**src/sv/mmrs_pkg.sv**
```systemverilog
// Shared types and constants for the memory map reservation splicer.
package mmrs_pkg;

  localparam int ADDR_W = 64;
  localparam int ATTR_W = 32;
  localparam int REQ_W  = 2;
  localparam int ERR_W  = 2;
  localparam int PTR_W  = 5;

  localparam logic [PTR_W-1:0] PTR_TOP = 5'd31;

  localparam logic [REQ_W-1:0] REQ_CLEAR  = 2'd0;
  localparam logic [REQ_W-1:0] REQ_LOAD   = 2'd1;
  localparam logic [REQ_W-1:0] REQ_REGION = 2'd2;

  localparam logic [ERR_W-1:0] ERR_NONE     = 2'd0;
  localparam logic [ERR_W-1:0] ERR_LIMIT    = 2'd1;
  localparam logic [ERR_W-1:0] ERR_OVERFLOW = 2'd2;

  typedef struct packed {
    logic clear;      // empty table, rewind pointer and counters
    logic load;       // append one reservation entry
    logic count_in;   // count one incoming region
    logic capture;    // latch region bounds and attribute for slicing
    logic emit_lim;   // emit region-limit error beat
    logic emit_term;  // emit terminating beat and rewind
    logic step;       // emit one piece of the current region
  } ctl_cmd_t;

  typedef struct packed {
    logic lim_hit;     // incoming region count at its limit
    logic is_term;     // incoming region is all zero
    logic nonempty;    // incoming start below end
    logic piece_last;  // current piece closes the region
  } dp_stat_t;

endpackage

```
**src/sv/mmrs_ctrl.sv**
```systemverilog
// Controller state machine: decodes requests and sequences region slicing.
module mmrs_ctrl (
  input  logic                        clk,
  input  logic                        rst_n,
  input  logic                        start,
  input  logic [mmrs_pkg::REQ_W-1:0]  req_type,
  input  mmrs_pkg::dp_stat_t          stat,
  output mmrs_pkg::ctl_cmd_t          cmd,
  output logic                        busy
);

  localparam logic ST_IDLE  = 1'b0;
  localparam logic ST_SLICE = 1'b1;

  logic state_r;
  logic state_nxt;

  always_comb begin
    cmd       = '0;
    state_nxt = state_r;
    unique case (state_r)
      ST_IDLE: begin
        if (start) begin
          unique case (req_type)
            mmrs_pkg::REQ_CLEAR: cmd.clear = 1'b1;
            mmrs_pkg::REQ_LOAD:  cmd.load  = 1'b1;
            mmrs_pkg::REQ_REGION: begin
              if (stat.lim_hit) begin
                cmd.emit_lim = 1'b1;
              end else if (stat.is_term) begin
                cmd.emit_term = 1'b1;
              end else begin
                cmd.count_in = 1'b1;
                if (stat.nonempty) begin
                  cmd.capture = 1'b1;
                  state_nxt   = ST_SLICE;
                end
              end
            end
            default: ;
          endcase
        end
      end
      ST_SLICE: begin
        cmd.step = 1'b1;
        if (stat.piece_last) begin
          state_nxt = ST_IDLE;
        end
      end
      default: state_nxt = ST_IDLE;
    endcase
  end

  always_ff @(posedge clk) begin
    if (!rst_n) begin
      state_r <= ST_IDLE;
    end else begin
      state_r <= state_nxt;
    end
  end

  assign busy = (state_r == ST_SLICE);

endmodule

```
**src/sv/mmrs_dp.sv**
```systemverilog
// Datapath: reservation table, pointer, counters, piece slicing and output beat.
module mmrs_dp #(
  parameter int MAX_RESERVATIONS = 16,
  parameter int MAX_REGIONS      = 32
) (
  input  logic                          clk,
  input  logic                          rst_n,
  input  mmrs_pkg::ctl_cmd_t            cmd,
  output mmrs_pkg::dp_stat_t            stat,
  input  logic [mmrs_pkg::ADDR_W-1:0]   in_start,
  input  logic [mmrs_pkg::ADDR_W-1:0]   in_end,
  input  logic [mmrs_pkg::ATTR_W-1:0]   in_attr,
  output logic                          out_valid,
  output logic [mmrs_pkg::ADDR_W-1:0]   out_start,
  output logic [mmrs_pkg::ADDR_W-1:0]   out_end,
  output logic [mmrs_pkg::ATTR_W-1:0]   out_attr,
  output logic                          out_last,
  output logic                          out_mend,
  output logic [mmrs_pkg::ERR_W-1:0]    out_err
);

  localparam int IDX_W = (MAX_RESERVATIONS > 1) ? $clog2(MAX_RESERVATIONS) : 1;
  localparam int LCW   = $clog2(MAX_RESERVATIONS + 1);
  localparam int CW    = $clog2(MAX_REGIONS + 1);
  localparam int AW    = mmrs_pkg::ADDR_W;
  localparam int TW    = mmrs_pkg::ATTR_W;
  localparam int PW    = mmrs_pkg::PTR_W;

  logic [AW-1:0] res_start_r [MAX_RESERVATIONS];
  logic [AW-1:0] res_end_r   [MAX_RESERVATIONS];
  logic [TW-1:0] res_attr_r  [MAX_RESERVATIONS];

  logic [LCW-1:0] loaded_r;
  logic [PW-1:0]  ptr_r, ptr_nxt;
  logic [CW-1:0]  in_cnt_r;
  logic [CW-1:0]  emit_cnt_r;
  logic [AW-1:0]  cur_r, cur_nxt;
  logic [AW-1:0]  end_r;
  logic [TW-1:0]  attr_r;

  logic          out_valid_r;
  logic [AW-1:0] out_start_r, out_end_r;
  logic [TW-1:0] out_attr_r;
  logic          out_last_r, out_mend_r;
  logic [mmrs_pkg::ERR_W-1:0] out_err_r;

  logic [AW-1:0] out_start_nxt, out_end_nxt;
  logic [TW-1:0] out_attr_nxt;
  logic          out_last_nxt, out_mend_nxt;
  logic [mmrs_pkg::ERR_W-1:0] out_err_nxt;

  logic          ptr_ok, ovf, full;
  logic [AW-1:0] rs, re;
  logic [TW-1:0] ra;
  logic          c_eq, c_lt, rs_nz, re_lt_e, rs_lt_e, adv;
  logic [AW-1:0] p_start, p_end;
  logic [TW-1:0] p_attr;
  logic          p_last;

  // Reservation at the pointer; entries past the loaded count read as zero.
  assign ptr_ok = (ptr_r < PW'(loaded_r));
  assign rs     = ptr_ok ? res_start_r[ptr_r[IDX_W-1:0]] : '0;
  assign re     = ptr_ok ? res_end_r[ptr_r[IDX_W-1:0]]   : '0;
  assign ra     = ptr_ok ? res_attr_r[ptr_r[IDX_W-1:0]]  : '0;

  assign ovf     = (emit_cnt_r >= CW'(MAX_REGIONS));
  assign full    = (loaded_r >= LCW'(MAX_RESERVATIONS));
  assign c_eq    = (cur_r == rs);
  assign c_lt    = (cur_r < rs);
  assign rs_nz   = (rs != '0);
  assign re_lt_e = (re < end_r);
  assign rs_lt_e = (rs < end_r);

  always_comb begin
    p_start = cur_r;
    p_attr  = attr_r;
    adv     = 1'b0;
    if (c_eq) begin
      p_end  = re_lt_e ? re : end_r;
      p_attr = ra;
      p_last = !re_lt_e;
      adv    = 1'b1;
    end else if (c_lt) begin
      p_end  = rs_lt_e ? rs : end_r;
      p_last = !rs_lt_e;
    end else if (rs_nz) begin
      p_end  = re_lt_e ? re : end_r;
      p_last = !re_lt_e;
      adv    = 1'b1;
    end else begin
      p_end  = end_r;
      p_last = 1'b1;
    end
  end

  assign cur_nxt = p_end;
  assign ptr_nxt = (adv && ptr_r != mmrs_pkg::PTR_TOP) ? PW'(ptr_r + 1'b1) : ptr_r;

  assign stat.lim_hit    = (in_cnt_r >= CW'(MAX_REGIONS));
  assign stat.is_term    = (in_start == '0) && (in_end == '0);
  assign stat.nonempty   = (in_start < in_end);
  assign stat.piece_last = ovf || p_last;

  // Next output beat: error beats and the terminator carry zero bounds.
  always_comb begin
    out_start_nxt = '0;
    out_end_nxt   = '0;
    out_attr_nxt  = '0;
    out_last_nxt  = 1'b1;
    out_mend_nxt  = 1'b0;
    out_err_nxt   = mmrs_pkg::ERR_NONE;
    if (cmd.emit_lim) begin
      out_err_nxt = mmrs_pkg::ERR_LIMIT;
    end else if (cmd.emit_term) begin
      out_mend_nxt = 1'b1;
      out_err_nxt  = ovf ? mmrs_pkg::ERR_OVERFLOW : mmrs_pkg::ERR_NONE;
    end else if (cmd.step) begin
      if (ovf) begin
        out_err_nxt = mmrs_pkg::ERR_OVERFLOW;
      end else begin
        out_start_nxt = p_start;
        out_end_nxt   = p_end;
        out_attr_nxt  = p_attr;
        out_last_nxt  = p_last;
      end
    end
  end

  // Control state: counters, pointer, output strobe.
  always_ff @(posedge clk) begin
    if (!rst_n) begin
      loaded_r    <= '0;
      ptr_r       <= '0;
      in_cnt_r    <= '0;
      emit_cnt_r  <= '0;
      out_valid_r <= 1'b0;
    end else begin
      out_valid_r <= cmd.emit_lim || cmd.emit_term || cmd.step;
      if (cmd.clear) begin
        loaded_r   <= '0;
        ptr_r      <= '0;
        in_cnt_r   <= '0;
        emit_cnt_r <= '0;
      end
      if (cmd.load && !full) begin
        loaded_r <= LCW'(loaded_r + 1'b1);
      end
      if (cmd.emit_term) begin
        ptr_r      <= '0;
        in_cnt_r   <= '0;
        emit_cnt_r <= '0;
      end
      if (cmd.count_in) begin
        in_cnt_r <= CW'(in_cnt_r + 1'b1);
      end
      if (cmd.step && !ovf) begin
        ptr_r      <= ptr_nxt;
        emit_cnt_r <= CW'(emit_cnt_r + 1'b1);
      end
    end
  end

  // Payload: table entries, working region, output beat.
  always_ff @(posedge clk) begin
    if (cmd.load && !full) begin
      res_start_r[loaded_r[IDX_W-1:0]] <= in_start;
      res_end_r[loaded_r[IDX_W-1:0]]   <= in_end;
      res_attr_r[loaded_r[IDX_W-1:0]]  <= in_attr;
    end
    if (cmd.capture) begin
      cur_r  <= in_start;
      end_r  <= in_end;
      attr_r <= in_attr;
    end else if (cmd.step && !ovf) begin
      cur_r <= cur_nxt;
    end
    out_start_r <= out_start_nxt;
    out_end_r   <= out_end_nxt;
    out_attr_r  <= out_attr_nxt;
    out_last_r  <= out_last_nxt;
    out_mend_r  <= out_mend_nxt;
    out_err_r   <= out_err_nxt;
  end

  assign out_valid = out_valid_r;
  assign out_start = out_start_r;
  assign out_end   = out_end_r;
  assign out_attr  = out_attr_r;
  assign out_last  = out_last_r;
  assign out_mend  = out_mend_r;
  assign out_err   = out_err_r;

endmodule

```
**src/sv/memory_map_reservation_splicer.sv**
```systemverilog
// Top level of the memory map reservation splicer: controller, datapath, checks.
// Clear and load beats never raise busy.
// A region is cut one piece per cycle while busy is high; each piece is registered
// and appears in the cycle after it is cut, the last while busy is already low again.
// Terminator and region-limit beats give their single result the cycle after accept.
// Synchronous active-low reset rewinds counters, pointer and state; table rows are
// not cleared, since rows past the loaded count always read as zero.
module memory_map_reservation_splicer #(
  parameter int MAX_RESERVATIONS = 16,
  parameter int MAX_REGIONS      = 32
) (
  input  logic                          clk,
  input  logic                          rst_n,
  // Input channel: beat accepted when start is high and busy is low.
  input  logic                          start,
  output logic                          busy,
  input  logic [mmrs_pkg::REQ_W-1:0]    in_req_type,
  input  logic [mmrs_pkg::ADDR_W-1:0]   in_region_start,
  input  logic [mmrs_pkg::ADDR_W-1:0]   in_region_end,
  input  logic [mmrs_pkg::ATTR_W-1:0]   in_region_attr,
  // Result channel: one beat per cycle of out_valid, no back-pressure.
  output logic                          out_valid,
  output logic [mmrs_pkg::ADDR_W-1:0]   out_start,
  output logic [mmrs_pkg::ADDR_W-1:0]   out_end,
  output logic [mmrs_pkg::ATTR_W-1:0]   out_attr,
  output logic                          out_last_of_run,
  output logic                          out_map_end,
  output logic [mmrs_pkg::ERR_W-1:0]    out_error_code
);

  mmrs_pkg::ctl_cmd_t cmd;
  mmrs_pkg::dp_stat_t stat;

  // Controller: decode the request, then walk the region one piece per cycle.
  mmrs_ctrl u_ctrl (
    .clk      (clk),
    .rst_n    (rst_n),
    .start    (start),
    .req_type (in_req_type),
    .stat     (stat),
    .cmd      (cmd),
    .busy     (busy)
  );

  // Datapath: table, pointer, counters and the registered output beat.
  mmrs_dp #(
    .MAX_RESERVATIONS (MAX_RESERVATIONS),
    .MAX_REGIONS      (MAX_REGIONS)
  ) u_dp (
    .clk       (clk),
    .rst_n     (rst_n),
    .cmd       (cmd),
    .stat      (stat),
    .in_start  (in_region_start),
    .in_end    (in_region_end),
    .in_attr   (in_region_attr),
    .out_valid (out_valid),
    .out_start (out_start),
    .out_end   (out_end),
    .out_attr  (out_attr),
    .out_last  (out_last_of_run),
    .out_mend  (out_map_end),
    .out_err   (out_error_code)
  );

  // A result beat always follows an accepted beat or a slicing cycle.
  a_beat_has_cause: assert property (@(posedge clk) disable iff (!rst_n)
    out_valid |-> ($past(start && !busy) || $past(busy)))
    else $error("result beat without a cause");

  // The terminating beat is zero-bounded and closes its run.
  a_term_shape: assert property (@(posedge clk) disable iff (!rst_n)
    (out_valid && out_map_end) |->
      (out_last_of_run && out_start == '0 && out_end == '0 && out_attr == '0))
    else $error("malformed terminating beat");

  // Any error beat ends the run.
  a_err_last: assert property (@(posedge clk) disable iff (!rst_n)
    (out_valid && out_error_code != mmrs_pkg::ERR_NONE) |-> out_last_of_run)
    else $error("error beat not last of run");

  // Leaving the slicing state always shows the closing piece.
  a_slice_close: assert property (@(posedge clk) disable iff (!rst_n)
    $fell(busy) |-> (out_valid && out_last_of_run))
    else $error("slicing ended without a last beat");

endmodule

```
**config.mk**
```make
export PLATFORM = sky130hd
export DESIGN_NAME = memory_map_reservation_splicer
export DESIGN_NICKNAME = d
export VERILOG_FILES = /design/src/sv/mmrs_pkg.sv /design/src/sv/mmrs_ctrl.sv /design/src/sv/mmrs_dp.sv /design/src/sv/memory_map_reservation_splicer.sv
export SDC_FILE = /design/constraint.sdc
export NUM_CORES = 2
export LEC_CHECK = 0
export BUFFER_PORTS_ARGS = -buffer_cell sky130_fd_sc_hd__buf_2
export CORE_MARGIN = 8
export CORE_UTILIZATION = 45
export DETAILED_ROUTE_END_ITERATION = 12
export GPL_TIMING_DRIVEN = 1
export PLACE_DENSITY = 0.57
export RECOVER_POWER = 25
export SLEW_MARGIN = 40
export SYNTH_ARGS = -nofsm -noshare
export SYNTH_HDL_FRONTEND = slang
export SYNTH_SLANG_ARGS = --single-unit
```
**constraint.sdc**
```tcl
create_clock -name clk -period 32 [get_ports clk]
set_input_delay 6.4 -clock clk [delete_from_list [all_inputs] [get_ports clk]]
set_output_delay 6.4 -clock clk [all_outputs]
set_load 0.01 [all_outputs]
```
[Yosys cells after proc, flatten, opt, wreduce, memory -nomap -nowiden]
Memories as Yosys holds them, arrays and structs flattened. A register that Yosys moved wholly into a read port is not among the register bits.
Cells that the tools add are included.
Storage, ports and cells
  memory bits (writable): 2560
  bits in registers: 348
  memories kept: 3
  output and inout bits: 166
Cells by class
  multiplexer cells: 56
  bitwise operators: 2
  reductions and logical operators: 21
  equality and inequality tests: 5
  order comparisons: 8
  add/subtract/negate cells: 4
Memories
  u_dp.res_end_r: depth 16, width 64, read ports 1, clocked after Yosys merged registers in 1, write ports 1, line mmrs_dp.sv:30  | logic [AW-1:0] res_end_r [MAX_RESERVATIONS];
  u_dp.res_start_r: depth 16, width 64, read ports 1, clocked after Yosys merged registers in 1, write ports 1, line mmrs_dp.sv:29  | logic [AW-1:0] res_start_r [MAX_RESERVATIONS];
  u_dp.res_attr_r: depth 16, width 32, read ports 1, clocked after Yosys merged registers in 1, write ports 1, line mmrs_dp.sv:31  | logic [TW-1:0] res_attr_r [MAX_RESERVATIONS];
Operators by type and width (number)
  two-way mux 64 bit: 9
  less-than comparator 64 bit: 4
  logical NOT 64 bit: 2
  equality test 64 bit: 1
  two-way mux 32 bit: 2
  nonzero test 64 bit: 1
  two-way mux 6 bit: 6
  two-way mux 4 bit: 7
  two-way mux 5 bit: 5
  two-way mux 1 bit: 21
  adder 6 x 1 -> 6 bit, second input constant: 2
  >= comparator 6 bit, second input constant: 2
  adder 5 x 1 -> 5 bit, second input constant: 2
  two-way mux 2 bit: 5
  nonzero test 3 bit: 2
  >= comparator 5 bit, second input constant: 1
  less-than comparator 5 bit: 1
  inequality test 5 bit, second input constant: 1
  logical AND 1 bit: 4
  logical NOT 1 bit: 4
  nonzero test 2 bit: 2
  OR reduction 4 bit: 1
  logical OR 1 bit: 3
  equality test 2 x 1 -> 1 bit, second input constant: 1
  6 further kinds: 7

[Logic depth before layout (Yosys ltp)]
  depth after elaboration: 12
  mapped depth: 26
  gate-level depth less buffers: 17

[Hierarchy]
Synthesis repeated with hierarchy kept, for this count alone.
Unflattened totals
  cells, all modules: 6072
  area total of the unflattened synthesis: 118045.7 sq um
By module, submodules not included
  mmrs_dp: times used 1, cells each 6059, area each 117909.3 sq um
  mmrs_ctrl: times used 1, cells each 13, area each 136.4 sq um

[Worst setup path before layout]
No wires, ideal clock.
  path type: input -> register
  from: input port in_req_type[1] (netlist name)
  to: memory u_dp.res_attr_r[3][0] (netlist name), enable pin
  data arrival time: 17856 ps
  stages on the path: 5
  setup slack: 13269 ps
  cell sequence: inv_1 nand4_1 nor2_1 nand2_1 nor3_1
Between the ends
  cells in the longest elaborated chain, start to end: 7
Ends and longest elaborated chain
  start: declaration: line memory_map_reservation_splicer.sv:17  | input logic [mmrs_pkg::REQ_W-1:0] in_req_type,
  equality test 2 x 1 -> 1 bit: line mmrs_ctrl.sv:24  | unique case (req_type)
  two-way mux 1 bit: line mmrs_ctrl.sv:24
  two-way mux 6 bit: line mmrs_ctrl.sv:23  | if (start) begin
  two-way mux 6 bit: line mmrs_ctrl.sv:21  | unique case (state_r)
  logical AND 1 bit: line mmrs_dp.sv:165  | if (cmd.load && !full) begin
  two-way mux 1 bit: line mmrs_dp.sv:165
  two-way mux 1 bit (implied by the code): line mmrs_dp.sv:168  | res_attr_r[loaded_r[IDX_W-1:0]] <= in_attr;
  end: declaration: line mmrs_dp.sv:31
Every way passes these cells.

==> reports/results.ini <==
[die]
start_util=0.452
io_pins=331
fp.dieW_um=529
row_count=188
die_h_um=529
die_area_sq_mm=0.280
core_area_sq_mm=0.262

[sta]
fin_crit_ps=11490
timing.fmax_ghz=0.0871
hold_violations=0
tightest_slew_ps=3900
drv_slew=123
fin_tns_setup_ps=0
setup_viol=0
clock_skew_ps=57.9
slew_headroom=-1.60
post-route-period-util=0.359
rsz0062_at_grt=false

[placement]
dp.cells=9897
dp_hpwl_um=226000
placed_cell_area_sq_mm=0.125
gp_congestion=0.952
port_buffers=330

[drt]
via_count=65248
wl_per_cell_um=35.3
ant_nets=0
drc=0
avgViaCountPerCell=6.21
drt_wl_total_um=371000
firstDrtPassIters=6
initialDrtViolationCount=7768

[critical_path]
crit_arrival_ps=11970
crit_chain=buf_2 > clkbuf_1 > nor4_1 > nand4_1 > nor4_1 > a21oi_1 > o211ai_1 > or4_4 > buf_12 > buf_4 > inv_6 > buf_4
r2r_cells=22
critical_path_peak_fanout=62
critPathMaxStageDelay_ps=970
path_delay_family=buffers and inverters
worstSetupPathType=in -> reg
slowest_stage=clkbuf_1
rrSetupSlack_ps=21950
crit_path_end_kind=register
required_ps=32490
reg2reg_to=u_dp.out_end[32]$_SDFF_PP0_
cp.buffers_inverters=6
start_kind=input pin

[flow_run]
cap_violations=2

[synthesis]
syn_nets=6652
syn_area_sq_mm=0.118
synth_top_cell_by_area=edfxtp_1
synth_top_area_share=0.690
yosysUniqueCellTypes=73
avgSynthCellArea_sq_um=19.0
ys_seq_area_frac=0.723
async_flop_share=0
ys_seq_elements=2912
synthTopCellsByCount=2,720 x edfxtp_1, 687 x mux4_2, 278 x inv_1, 278 x nand2_1, 267 x ha_1
synth_area_leaders=edfxtp_1 69%, mux4_2 13%, dfxtp_1 3.2%
synth_most_common_cell=edfxtp_1
synthFlopType=edfxtp_1
synth-edff-count=2720
ys.warnings.count=0
postSynthCellCount=6220

[global_routing]
grt_use_total=0.260
antenna_found_initial=79
grt_pass1_vias=64926
grt_overflow_total=0
grt_pass1_wl_um=514000
grt_max_degree=109

[finish]
area_growth_pct=14.0
stdcell_count=10509
nets=7139
postLayoutCellArea_sq_mm=0.135
utilization=0.515
drive_gt1_frac=0.237

[clock_network]
cts_setup_buffers=0
root_buffer=clkbuf_16
cts_resized=0
clk_pin_slew_worst_paths_ps=60
worstSkewPairLatency_ps=890
numCtsBuffers=317
cts_tree=built
clock-sinks=2912
cts.path.max_buffers=4
cts_max_level=5
cts_hold_buf=0

[run_status]
violations=capacitance limit, slew limit
status=finished with violations

[min_path]
min_from=u_dp.in_cnt_r[4]$_SDFFE_PN0P_
worst_hold_path.endpoint=u_dp.in_cnt_r[4]$_SDFFE_PN0P_
hold_path_depth=2
hold_path_class=reg -> reg

[pwr]
leakagePower_nw=43.7
total_power_mw=8.12
power_density_mw_per_mm2=60.2
max-vdd-ir-drop_v=0.0000467

[worst max path at each step]
stage	from	to	slack, ps	cells past startpoint
after detailed placement	in_region_start[33]	u_dp.attr_r[11]$_DFFE_PP_	20150	12
after floorplan	in_req_type[1]	u_dp.res_attr_r[3][0]$_DFFE_PP_	13270	5
final	in_region_start[24]	u_dp.attr_r[31]$_DFFE_PP_	20510	12
after global routing	in_region_start[24]	u_dp.attr_r[31]$_DFFE_PP_	20490	12
after CTS	in_region_start[33]	u_dp.attr_r[13]$_DFFE_PP_	21060	12
after global placement	in_region_end[38]	u_dp.attr_r[11]$_DFFE_PP_	20000	10
[flip-flops by register name, summed over array words and instances (netlist names), 6 cells and up, named ones only]
| name | count |
|---|---|
| u_dp.res_end_r | 1024 |
| u_dp.res_start_r | 1024 |
| u_dp.res_attr_r | 512 |
| u_dp.cur_r | 64 |
| u_dp.end_r | 64 |
| u_dp.out_end | 64 |
| u_dp.out_start | 64 |
| u_dp.attr_r | 32 |
| u_dp.out_attr | 32 |
| u_dp.emit_cnt_r | 6 |
| u_dp.in_cnt_r | 6 |
[per-stage QoR]
step                worst slack [ps]  hold WS [ps]
floorplan                      13270           446
global placement               20000           462
detailed placement             20150           477
CTS                            21060           485
global route                   20490           506
finish                         20510           486
[logic make-up (layout without fill, tap and decap cells)]
family / Yosys count / in the layout / synth area share
multiplexers: 880 / 880 / 0.150
flip-flops: 2912 / 2912 / 0.723
AND/OR/NAND/NOR: 842 / 842 / 0.0347
other: 0 / 37 / 0
buffers and inverters: 597 / 1334 / 0.0235
adder cells (fa/ha/maj): 267 / 267 / 0.0282
AO/OA/AOI/OAI: 721 / 721 / 0.0404
XOR/XNOR: 1 / 1 / 0.0000741
[worst reg2reg max path, stage by stage (launching register included)]
cell and delay (ps):
dfxtp_4 860, buf_12 380, buf_16 450, buf_6 710
buf_6 710, buf_6 630, mux4_2 350, a22oi_1 90
a21oi_1 480, inv_1 220, ha_1 350, nand4_1 100
nor3_1 200, nand4_1 400, nor4b_2 400, buf_4 590
or4_1 370, nor2_4 70, buf_12 230, nor2_4 780
buf_4 600, o211ai_1 290, a31oi_1 590
[power by group]
group          switching [mW]  internal, mW
logic                   0.232        0.0887
registers              0.0122          4.19
clock network            1.51          2.09
total                    1.75          6.36
[cell type report]
cell class	count	area, sq um
Multi-Input combinational cell	2711	30400
Inverter	278	1060
Sequential cell	2912	85500
Clock inverter	151	1440
Timing Repair Buffer	487	3230
Fill cell	21063	127000
Tap cell	3515	4400
Antenna cell	37	92.6
Clock buffer	418	8740
[routing by layer]
layer / track usage / wire length (um)
met1: 0.362 / 152000
met2: 0.414 / 174000
met3: 0.0468 / 29500
met4: 0.0927 / 14500
met5: 0 / 217
[layout by cell type (no fill, tap or decap), types with 51 or more instances in the layout]
cell type and n:
a21oi_1 166, nor2_1 131, clkbuf_16 323, edfxtp_1 2720, a31oi_1 56, o21ai_0 99
ha_1 267, mux2i_1 151, a22oi_1 56, nand2_1 275, buf_4 84, inv_1 274
dfxtp_1 188, nand4_1 67, and2_0 58, clkbuf_1 151, a41oi_1 51, buf_2 246
o211ai_1 69, nand3_1 81, mux4_2 687
Power figures use the tool's default switching activity.
